--- config.mk ---
export PLATFORM = sky130hd
export DESIGN_NAME = lowest_free_slot_allocator_top
export DESIGN_NICKNAME = d
export VERILOG_FILES = /design/src/rtl/lfsa_pkg.sv /design/src/rtl/lfsa_ram.sv /design/src/rtl/lowest_free_slot_allocator_top.sv
export SDC_FILE = /design/constraint.sdc
export NUM_CORES = 2
export LEC_CHECK = 0
export ABC_AREA = 1
export BUFFER_PORTS_ARGS = -buffer_cell sky130_fd_sc_hd__buf_2
export CAP_MARGIN = 15
export CORE_UTILIZATION = 63
export DETAILED_ROUTE_END_ITERATION = 10
export HOLD_SLACK_MARGIN = 0.15
export PLACE_DENSITY = 0.79
export SYNTH_ARGS = -nofsm -noshare
export SYNTH_HDL_FRONTEND = slang
export SYNTH_SLANG_ARGS = --single-unit
--- constraint.sdc ---
create_clock -name clk -period 35.5 [get_ports clk]
set_input_delay 1.775 -clock clk [delete_from_list [all_inputs] [get_ports clk]]
set_output_delay 1.775 -clock clk [all_outputs]
set_load 0.02 [all_outputs]
--- src/rtl/lfsa_pkg.sv ---
// Package for the lowest free slot allocator.
// Holds field widths, parameter defaults, command and status codes.
// No dependencies.
package lfsa_pkg;

    // Parameter defaults
    localparam int SLOTS_DEF      = 64;
    localparam int IDS_DEF        = 256;
    localparam int COUNT_BITS_DEF = 16;

    // Transaction field widths
    localparam int CMD_W       = 1;
    localparam int ID_IN_W     = 8;
    localparam int SLOT_OUT_W  = 6;
    localparam int STATUS_W    = 3;
    localparam int USE_W       = 16;
    localparam int IN_FIELDS_W = CMD_W + ID_IN_W;
    localparam int IN_TDATA_W  = ((IN_FIELDS_W + 7) / 8) * 8;
    localparam int IN_PAD_W    = IN_TDATA_W - IN_FIELDS_W;
    localparam int OUT_FIELDS_W = SLOT_OUT_W + STATUS_W + USE_W;
    localparam int OUT_TDATA_W  = ((OUT_FIELDS_W + 7) / 8) * 8;
    localparam int OUT_PAD_W    = OUT_TDATA_W - OUT_FIELDS_W;

    // Request commands
    typedef enum logic [CMD_W-1:0] {
        CMD_ALLOC   = 1'b0,
        CMD_RELEASE = 1'b1
    } cmd_t;

    // Result status codes
    typedef enum logic [STATUS_W-1:0] {
        ST_ALLOC    = 3'd0,
        ST_RELEASE  = 3'd1,
        ST_FULL     = 3'd2,
        ST_NOT_HELD = 3'd3,
        ST_HOLDS    = 3'd4
    } status_t;

endpackage

--- src/rtl/lfsa_ram.sv ---
// Generic simple dual-port RAM: one write port, one read port, registered read.
// Depends on nothing.
module lfsa_ram #(
    parameter int WIDTH = 8,
    parameter int DEPTH = 64
) (
    input  logic                     clk,
    input  logic                     we,
    input  logic [$clog2(DEPTH)-1:0] waddr,
    input  logic [WIDTH-1:0]         wdata,
    input  logic                     re,
    input  logic [$clog2(DEPTH)-1:0] raddr,
    output logic [WIDTH-1:0]         rdata
);

    logic [WIDTH-1:0] mem [DEPTH];

    // Write port
    always_ff @(posedge clk)
    begin
        if (we)
        begin
            mem[waddr] <= wdata;
        end
    end

    // Registered read port, holds while re is low
    always_ff @(posedge clk)
    begin
        if (re)
        begin
            rdata <= mem[raddr];
        end
    end

endmodule

--- src/rtl/lowest_free_slot_allocator_top.sv ---
// Lowest free slot allocator, top level.
// Depends on lfsa_pkg and lfsa_ram.
//
// Usage:
//   Slave stream carries requests: allocate a slot for an id, or release the
//   slot that id holds. Master stream carries one result per request: slot,
//   status and the slot's saturating allocation count.
//   Allocate picks the lowest-numbered free slot; errors (no free slot, id
//   already holds one, release without holding) return slot 0 and count 0.
// Throughput: one request per cycle while the output is not stalled. The rate is
//   set by the decision stage, which priority-encodes the free map and updates
//   the free map and held flags in the same cycle.
// Pipeline: request register with id-table read, decision stage with
//   use-count read, count update stage, output register.
// Reset: every slot free, no id holds a slot, all use counts zero. The
//   id-to-slot table is not cleared; its data is used only for ids that hold a slot.
// Stall: when the output register is full and m_axis_tready is low the whole
//   pipeline holds and s_axis_tready drops; otherwise s_axis_tready is high.
module lowest_free_slot_allocator_top
    import lfsa_pkg::*;
#(
    parameter int SLOTS      = SLOTS_DEF,
    parameter int IDS        = IDS_DEF,
    parameter int COUNT_BITS = COUNT_BITS_DEF
) (
    input  logic                   clk,
    input  logic                   rst_n,
    input  logic                   s_axis_tvalid,
    output logic                   s_axis_tready,
    // [0] cmd, [8:1] id, upper bits zero
    input  logic [IN_TDATA_W-1:0]  s_axis_tdata,
    output logic                   m_axis_tvalid,
    input  logic                   m_axis_tready,
    // [5:0] slot, [8:6] status, [24:9] use_count, upper bits zero
    output logic [OUT_TDATA_W-1:0] m_axis_tdata
);

    localparam int SLOT_W = $clog2(SLOTS);
    localparam int ID_W   = $clog2(IDS);

    // Id modulo IDS for every possible input id, packed ID_W bits per entry
    function automatic logic [(2**ID_IN_W)*ID_W-1:0] build_who_tab();
        logic [(2**ID_IN_W)*ID_W-1:0] tab;
        tab = '0;
        for (int v = 0; v < 2**ID_IN_W; v++)
        begin
            tab[v*ID_W +: ID_W] = ID_W'(v % IDS);
        end
        return tab;
    endfunction

    localparam logic [(2**ID_IN_W)*ID_W-1:0] WHO_TAB = build_who_tab();

    logic advance;
    logic accept;

    // Id reduction
    logic [ID_W-1:0] who;

    // Request stage
    logic              p1_vld_reg;
    cmd_t              p1_cmd_reg;
    logic [ID_W-1:0]   p1_who_reg;
    logic              p1_fwd_reg;
    logic              p1_fwd_next;
    logic [SLOT_W-1:0] p1_fwd_slot_reg;
    logic [SLOT_W-1:0] id_rdata;

    // Decision stage
    logic [SLOTS-1:0]  free_map_reg;
    logic [SLOTS-1:0]  free_map_next;
    logic [IDS-1:0]    holds_reg;
    logic [IDS-1:0]    holds_next;
    logic              free_any;
    logic [SLOT_W-1:0] low_idx;
    logic [SLOT_W-1:0] rel_slot;
    logic              held;
    status_t           res_status;
    logic [SLOT_W-1:0] res_slot;
    logic              res_ok;
    logic              res_alloc;
    logic              id_we;

    // Count stage
    logic                  p2_vld_reg;
    logic [SLOT_W-1:0]     p2_slot_reg;
    status_t               p2_status_reg;
    logic                  p2_ok_reg;
    logic                  p2_alloc_reg;
    logic                  p2_fwd_reg;
    logic                  p2_fwd_next;
    logic [COUNT_BITS-1:0] p2_fwd_cnt_reg;
    logic [COUNT_BITS-1:0] uses_rdata;
    logic [SLOTS-1:0]      uses_vld_reg;
    logic [COUNT_BITS-1:0] cnt_cur;
    logic [COUNT_BITS-1:0] cnt_inc;
    logic [COUNT_BITS-1:0] cnt_out;
    logic                  cnt_we;

    // Output register
    logic                  m_vld_reg;
    logic [SLOT_OUT_W-1:0] m_slot_reg;
    logic [STATUS_W-1:0]   m_status_reg;
    logic [USE_W-1:0]      m_count_reg;

    // Handshake: every stage moves together when the output can take a result
    assign advance       = !m_vld_reg || m_axis_tready;
    assign accept        = s_axis_tvalid && advance;
    assign s_axis_tready = advance;

    // Reduce id modulo IDS by table lookup
    assign who = WHO_TAB[int'(s_axis_tdata[CMD_W +: ID_IN_W]) * ID_W +: ID_W];

    // Id-to-slot table, read on every advance, written by the decision stage
    lfsa_ram #(
        .WIDTH (SLOT_W),
        .DEPTH (IDS)
    ) u_id_ram (
        .clk   (clk),
        .we    (id_we),
        .waddr (p1_who_reg),
        .wdata (low_idx),
        .re    (advance),
        .raddr (who),
        .rdata (id_rdata)
    );

    // Bypass a table write that lands in the same cycle as the read
    assign p1_fwd_next = id_we && (p1_who_reg == who);

    // Lowest free slot
    always_comb
    begin
        low_idx = '0;
        for (int i = SLOTS - 1; i >= 0; i--)
        begin
            if (free_map_reg[i])
            begin
                low_idx = SLOT_W'(i);
            end
        end
    end
    assign free_any = |free_map_reg;
    assign held     = holds_reg[p1_who_reg];
    assign rel_slot = p1_fwd_reg ? p1_fwd_slot_reg : id_rdata;

    // Decision: status, slot and next free map / held flags
    always_comb
    begin
        res_status    = ST_ALLOC;
        res_slot      = '0;
        res_ok        = 1'b0;
        res_alloc     = 1'b0;
        free_map_next = free_map_reg;
        holds_next    = holds_reg;
        if (p1_vld_reg)
        begin
            case (p1_cmd_reg)
                CMD_ALLOC:
                begin
                    if (held)
                    begin
                        res_status = ST_HOLDS;
                    end
                    else if (!free_any)
                    begin
                        res_status = ST_FULL;
                    end
                    else
                    begin
                        res_status             = ST_ALLOC;
                        res_slot               = low_idx;
                        res_ok                 = 1'b1;
                        res_alloc              = 1'b1;
                        free_map_next[low_idx] = 1'b0;
                        holds_next[p1_who_reg] = 1'b1;
                    end
                end
                CMD_RELEASE:
                begin
                    if (!held)
                    begin
                        res_status = ST_NOT_HELD;
                    end
                    else
                    begin
                        res_status              = ST_RELEASE;
                        res_slot                = rel_slot;
                        res_ok                  = 1'b1;
                        free_map_next[rel_slot] = 1'b1;
                        holds_next[p1_who_reg]  = 1'b0;
                    end
                end
                default:
                begin
                    res_status = ST_ALLOC;
                end
            endcase
        end
    end
    assign id_we = advance && res_alloc;

    // Per-slot use counts, read by the decision stage, written by the count stage
    lfsa_ram #(
        .WIDTH (COUNT_BITS),
        .DEPTH (SLOTS)
    ) u_uses_ram (
        .clk   (clk),
        .we    (cnt_we),
        .waddr (p2_slot_reg),
        .wdata (cnt_inc),
        .re    (advance),
        .raddr (res_slot),
        .rdata (uses_rdata)
    );

    // Count update, saturating; never-written entries read as zero
    always_comb
    begin
        if (p2_fwd_reg)
        begin
            cnt_cur = p2_fwd_cnt_reg;
        end
        else if (uses_vld_reg[p2_slot_reg])
        begin
            cnt_cur = uses_rdata;
        end
        else
        begin
            cnt_cur = '0;
        end
        cnt_inc = (cnt_cur == '1) ? cnt_cur : cnt_cur + 1'b1;
        if (!p2_ok_reg)
        begin
            cnt_out = '0;
        end
        else if (p2_alloc_reg)
        begin
            cnt_out = cnt_inc;
        end
        else
        begin
            cnt_out = cnt_cur;
        end
    end
    assign cnt_we      = advance && p2_vld_reg && p2_alloc_reg;
    assign p2_fwd_next = cnt_we && (p2_slot_reg == res_slot);

    // Control state
    always_ff @(posedge clk or negedge rst_n)
    begin
        if (!rst_n)
        begin
            p1_vld_reg   <= 1'b0;
            p1_fwd_reg   <= 1'b0;
            p2_vld_reg   <= 1'b0;
            p2_fwd_reg   <= 1'b0;
            m_vld_reg    <= 1'b0;
            free_map_reg <= '1;
            holds_reg    <= '0;
            uses_vld_reg <= '0;
        end
        else if (advance)
        begin
            p1_vld_reg   <= accept;
            p1_fwd_reg   <= p1_fwd_next;
            p2_vld_reg   <= p1_vld_reg;
            p2_fwd_reg   <= p2_fwd_next;
            m_vld_reg    <= p2_vld_reg;
            free_map_reg <= free_map_next;
            holds_reg    <= holds_next;
            if (cnt_we)
            begin
                uses_vld_reg[p2_slot_reg] <= 1'b1;
            end
        end
    end

    // Payload registers
    always_ff @(posedge clk)
    begin
        if (advance)
        begin
            p1_cmd_reg      <= cmd_t'(s_axis_tdata[CMD_W-1:0]);
            p1_who_reg      <= who;
            p1_fwd_slot_reg <= low_idx;
            p2_slot_reg     <= res_slot;
            p2_status_reg   <= res_status;
            p2_ok_reg       <= res_ok;
            p2_alloc_reg    <= res_alloc;
            p2_fwd_cnt_reg  <= cnt_inc;
            m_slot_reg      <= SLOT_OUT_W'(p2_slot_reg);
            m_status_reg    <= p2_status_reg;
            m_count_reg     <= USE_W'(cnt_out);
        end
    end

    assign m_axis_tvalid = m_vld_reg;
    assign m_axis_tdata  = {{OUT_PAD_W{1'b0}}, m_count_reg, m_status_reg, m_slot_reg};

endmodule

Word level (Yosys, flattened, before mapping). Memory sizes are Yosys's and may differ from the RTL's. A register that Yosys moved wholly into a read port is not among the register bits. Cells that the tools add are included.

Register bits after elaboration: 456. Memories: 2. Memory bits (writable): 2560. Output and inout port bits: 34. Logic and storage cells: 168. Input bits: 20.

Memory list: u_id_ram.mem (words 256, width 6, rd ports 1, clocked after Yosys merged registers in 1, wr ports 1, RTL line lfsa_ram.sv:16) `logic [WIDTH-1:0] mem [DEPTH];`; u_uses_ram.mem (words 64, width 16, rd ports 1, clocked after Yosys merged registers in 1, wr ports 1, RTL line lfsa_ram.sv:16).

Shift operators: 1. $lt $le $gt $ge: 8. Reductions and logical operators: 15. Mux-type cells: 108. Bitwise operators: 8. Add/sub/neg operators: 1. Equality and inequality tests: 6.

Operator list (count): $shiftx 2048x12->8 const A (1); $mux 256 (3); $pmux 256 s2 (1); $mux 6 (69); $and 256x256->256 (1); $not 256->256 (1); $or 256x256->256 (1); $mux 64 (3); $or 64x64->64 (2); $pmux 64 s2 (1); $and 64x64->64 (1); $mux 16 (4); $not 64->64 (1); $reduce_or 64->1 (1); $lt 6x7->1 const B (3); $demux 1 s6 (3); $ge 6x1->1 const B (3); $add 16x1->16 const B (1); $eq 16x16->1 const B (1); $mux 1 (15); $pmux 6 s2 (1); $logic_and 1x1->1 (10); $lt 8x9->1 const B (1); $bmux 1 s8 (1); other kinds (16) (18).

Depth between registers and ports, before layout.
Depth after elaboration: 73. Depth in mapped cells: 75.

By module. Synthesis repeated with hierarchy kept, for this count alone.

Cell total of the unflattened synthesis: 11808. Area, all modules: 128309.3 sq um.

By module, submodules not included: lfsa_ram (u_id_ram) (cells an instance 5386, seq. area each 46304.4 sq um, instances 1, area an instance 63211.9 sq um); lfsa_ram (u_uses_ram) (cells an instance 3517, seq. area each 31230.0 sq um, instances 1, area an instance 42259.3 sq um); lowest_free_slot_allocator_top (cells an instance 2905, seq. area each 11826.3 sq um, instances 1, area an instance 22838.2 sq um).

Worst setup path after synthesis. OpenSTA, ideal clock, no wires.

Path type: flip-flop to flip-flop. Start point: register free_map_reg[3]. End point: register p2_fwd_reg. Arrival time: 13.512 ns. Stages on the path, launching flop included: 12. Library setup time: 0.153 ns. Setup slack: 21.835 ns. Clock period less this slack: 13.665 ns. Cells stage by stage: dfstp_2 -> nor4_1 -> inv_1 -> nor2_1 -> nand2_1 -> nor3_1 -> inv_1 -> o22ai_1 -> xor2_1 -> a2111oi_0 -> o2111ai_1 -> o22ai_1.

Word-level cells in the longest chain between the ends: 10. Elaborated cells on any way between the ends: 11.

Ends and longest elaborated chain: start, declared (RTL line lowest_free_slot_allocator_top.sv:70) `logic [SLOTS-1:0] free_map_reg;`; start signal, assigned (RTL line lowest_free_slot_allocator_top.sv:270) `free_map_reg <= free_map_next;`; $mux 6 (4 in a row) (RTL line lowest_free_slot_allocator_top.sv:137) `if (free_map_reg[i])`; via low_idx[5] (RTL line lowest_free_slot_allocator_top.sv:75) `logic [SLOT_W-1:0] low_idx;`; $mux 6 (RTL line lowest_free_slot_allocator_top.sv:165) `else if (!free_any)`; $mux 6 (RTL line lowest_free_slot_allocator_top.sv:161) `if (held)`; $pmux 6 s2 (RTL line lowest_free_slot_allocator_top.sv:158) `case (p1_cmd_reg)`; $mux 6 (RTL line lowest_free_slot_allocator_top.sv:156) `if (p1_vld_reg)`; $eq 6x6->1 (RTL line lowest_free_slot_allocator_top.sv:247) `assign p2_fwd_next = cnt_we && (p2_slot_reg == res_slot);`; $logic_and 1x1->1 (RTL line lowest_free_slot_allocator_top.sv:247); end signal, assigned (RTL line lowest_free_slot_allocator_top.sv:268) `p2_fwd_reg <= p2_fwd_next;`; end, declared (RTL line lowest_free_slot_allocator_top.sv:90) `logic p2_fwd_reg;`.

The timed path passes the listed nets, and every way through them passes these cells. A chain may end at the register's enable or synchronous reset.

Worst setup path in the final report.
Start point: register p1_who_reg[0]. End point: register u_uses_ram.rdata[12] (read register of u_uses_ram.mem), data pin.

Word-level cells in the longest chain between the ends: 5. Elaborated cells on any way between the ends: 6.

Ends and longest elaborated chain: start, declared (RTL line lowest_free_slot_allocator_top.sv:63) `logic [ID_W-1:0] p1_who_reg;`; start signal, assigned (RTL line lowest_free_slot_allocator_top.sv:285) `p1_who_reg <= who;`; $bmux 1 s8 (*) (RTL line lowest_free_slot_allocator_top.sv:144) `assign held = holds_reg[p1_who_reg];`; $mux 1 (implied by the code) (*) (RTL line lowest_free_slot_allocator_top.sv:144); $mux 6, on equally long branches (RTL line lowest_free_slot_allocator_top.sv:181, lowest_free_slot_allocator_top.sv:161); $pmux 6 s2 (*) (RTL line lowest_free_slot_allocator_top.sv:158); $mux 6 (*) (RTL line lowest_free_slot_allocator_top.sv:156); end, declared (RTL line lfsa_ram.sv:13) `output logic [WIDTH-1:0] rdata`.

Mark *: on every way between the ends. The rest lies on a longest branch, timed or not. The select of a mux whose other input is x is not followed.

==> flow_metrics.env <==
export IMPL_tightest_slew_ns=1.29
export IMPL_avgViaCountPerCell=6.58
export IMPL_synthCells=11600
export IMPL_place_area_mm2=0.132
export IMPL_crit_type="flop to flop"
export IMPL_synth_edf_count=2649
export IMPL_synth_cell_type_count=49
export IMPL_ys_seq_area_share_pct=68.8
export IMPL_cap_violations=0
export IMPL_reg2regPathDepth=23
export IMPL_slew_headroom_pct=13.8
export IMPL_ff2ff_setup_slack_ns=26.27
export IMPL_antenna_found_initial=12
export IMPL_ys_flop_type="edfxtp_1"
export IMPL_fin_nets=11300
export IMPL_cts_hold_buffers=0
export IMPL_fin_area_mm2=0.142
export IMPL_top_register="u_id_ram.mem"
export IMPL_dp_cells=13700
export IMPL_tns_ns=0
export IMPL_cts_buffer_depth=4
export IMPL_place_gp_congestion=0.908
export IMPL_r2r_start="p1_who_reg[0]$_DFFE_PN_"
export IMPL_design_core_area_mm2=0.205
export IMPL_fmax_mhz=108
export IMPL_synth_seq_cells=3038
export IMPL_clkLatencyLatePin_ns=0.97
export IMPL_drt_initial_drc_count=14500
export IMPL_fin_crit_sh_pct=26.0
export IMPL_ir_drop_mv=0.283
export IMPL_synth_area_top_cells="edfxtp_1 61%, dfrtp_1 6.3%, nand3_1 5.7%, o21ai_0 5.4%, nor2_1 3.7%"
export IMPL_leakagePower_nw=50.8
export IMPL_cts_resized_gates=0
export IMPL_yosysTopAreaCellShare_pct=61.3
export IMPL_hpwl_um=191000
export IMPL_cts_tree="yes"
export IMPL_wire_per_inst_um=25.0
export IMPL_overflow=0
export IMPL_first_global_vias=90700
export IMPL_drc=0
export IMPL_setup_violations_final=0
export IMPL_async_flop_share_pct=12.8
export IMPL_synth_area_mm2=0.130
export IMPL_cts_buffers=318
export IMPL_firstDrtPassIters=8
export IMPL_yosysWarnings=0
export IMPL_io_pins=54
export IMPL_drive_above_1_share_pct=7.45
export IMPL_io_buffers=39
export IMPL_grt_max_degree=213
export IMPL_hold_path_end="m_status_reg[1]$_DFFE_PN_"
export IMPL_fill_cells=13600
export IMPL_wirelength_um=356000
export IMPL_crit_start="p1_who_reg[0]$_DFFE_PN_"
export IMPL_cts_sinks=3038
export IMPL_start_util_pct=63.4
export IMPL_vias=93600
export IMPL_rsz0062_at_grt="no"
export IMPL_layout_cells_non_filler=14200
export IMPL_row_count=166
export IMPL_cp_end_kind="flop"
export IMPL_period_needed_ns=9.23
export IMPL_critPathRequiredTime_ns=36.16
export IMPL_post_cts_setup_buffers=0
export IMPL_grtUsageTotal_pct=33.6
export IMPL_area_growth_pct=9.19
export IMPL_detail_route_antenna_nets=0
export IMPL_drv_slew=0
export IMPL_grt_first_pass_wirelength_um=537000
export IMPL_die_w_um=456
export IMPL_arrival_ns=9.89
export IMPL_clk_pin_slew_ns=0.06
export IMPL_htree_levels=5
export IMPL_die_area_mm2=0.208
export IMPL_status="finished clean"
export IMPL_worstHoldPathType="flop to flop"
export IMPL_final_util_pct=69.2
export IMPL_hold_viol=0
export IMPL_synth_area_leader_cell="edfxtp_1"
export IMPL_die_h_um=456
export IMPL_hold_path_depth=0
export IMPL_hp_start="p2_status_reg[1]$_SDFFCE_PN0N_"
export IMPL_synth_avg_cell_area_um2=11.2
export IMPL_reg_top3="u_id_ram.mem x1536, u_uses_ram.mem x1024"
export IMPL_power_density_mw_per_mm2=88.3
export IMPL_r2r_end="u_uses_ram.rdata[12]$_DFFE_PN_"
export IMPL_critPathLaunchType="flop"
export IMPL_critPathMaxFanout=86
export IMPL_fin_skew_ns=0.0594
export IMPL_cts_root_buf="clkbuf_16"
export IMPL_largest_register_ffs=1536
==> critical path, stage by stage (launching register included) <==
cell and delay, ns:
edfxtp_1 0.32, buf_4 0.44, inv_2 0.36, nor2_4 0.86, buf_4 0.54, a22o_1 0.19, o21ai_0 0.11, a41oi_1 0.42
o31ai_1 0.12, nand4_1 0.35, inv_1 0.13, nand3_1 0.35, inv_1 0.26, nand3_4 0.42, buf_4 0.73, buf_4 0.80
buf_4 0.84, nand3b_1 0.17, nand3_1 0.14, nand3_1 0.10, nand3_1 0.22, nand3_1 0.26, nand3_1 0.36, nand2_1 0.19
==> final cells by class <==
class	count	area, µm²	share of cell area [%]
Clock buffer	405	8530	6.02
Timing Repair Buffer	250	1950	1.38
Antenna cell	5	12.5	0.00883
Inverter	890	3400	2.40
Multi-Input combinational cell	6799	33900	23.9
Tap cell	2688	3360	2.37
Sequential cell	3038	89400	63.0
Clock inverter	147	1270	0.899
==> cell usage after synthesis (64+ instances only) <==
cell type and count:
dfrtp_1 325, nor2_1 1266, nor3_1 287, inv_1 880, nand3b_1 384, o21ai_0 1408, nand3_1 1489, clkbuf_1 674
dfstp_2 64, nand2_1 1121, edfxtp_1 2649, o22ai_1 535
==> how the worst max path moves through the flow <==
| stage | to | slack, ns | cells past startpoint |
|---|---|---|---|
| floorplan | p2_fwd_reg$_DFFE_PN0N_ | 21.84 | 11 |
| global placement | u_uses_ram.rdata[5]$_DFFE_PN_ | 26.80 | 23 |
| detailed placement | u_uses_ram.rdata[6]$_DFFE_PN_ | 26.66 | 23 |
| CTS | u_uses_ram.rdata[6]$_DFFE_PN_ | 26.65 | 23 |
| global route | u_uses_ram.rdata[12]$_DFFE_PN_ | 26.05 | 23 |
| finish | u_uses_ram.rdata[12]$_DFFE_PN_ | 26.27 | 23 |
==> power breakdown <==
part	leakage, nW	internal, mW	switching, mW
Clock	4.81	1.85	1.35
Combinational	16.8	0.611	3.12
Sequential	29.2	5.53	0.0620
==> cell families (layout without fill, tap and decap cells) <==
group | count (synthesis) | in the layout | share of synthesized area (%)
AO/OA/AOI/OAI | 2138 | 2138 | 9.21
XOR/XNOR | 17 | 17 | 0.115
adder cells (fa/ha/maj) | 1 | 1 | 0.00964
buffers and inverters | 1742 | 1692 | 5.41
flip-flops | 3038 | 3038 | 68.8
multiplexers | 1 | 1 | 0.00867
other | 1 | 12 | 0.00289
AND/OR/NAND/NOR | 4635 | 4635 | 16.4
==> layer usage <==
layer  wire length (µm)  global-route usage (%)
met1             127000                    44.1
met4              19700                    17.4
met3              42700                    7.56
met5                 69                  0.0459
met2             167000                    52.8
==> metrics by stage <==
step           setup slack (ns)  hold WS, ns  power (mW)
3_5_place_dp              26.66        0.415        9.26
6_report                  26.27        0.424        12.5
3_3_place_gp              26.80        0.410        9.12
5_1_grt                   26.05        0.432        12.9
4_1_cts                   26.65        0.428        12.4
2_1_floorplan             21.84        0.400        7.99
==> cell usage in the layout (no fill, tap or decap), types with 9 or more instances in the layout <==
cell type      n
buf_12         9
nand2_1     1116
o21ai_0     1406
o32ai_1       33
nand3b_1     384
clkinv_2      59
a21oi_1       14
nor2_1      1234
inv_1        861
o211ai_1      11
nor4_1        25
nand3_1     1487
nor3_1       285
a22o_1        61
clkinvlp_4     9
nor2_2        28
clkbuf_16    326
inv_2         11
clkinv_1      55
dfrtp_1      325
a22oi_1        9
edfxtp_1    2649
dfstp_2       64
bufinv_16     21
or2_2         30
nand4_1       19
o221ai_1      11
buf_2         34
clkbuf_1      71
o31ai_1        9
a211oi_1       9
and2_1        11
buf_4        201
o22ai_1      531
Note: power is estimated with default switching activity, not from simulation.
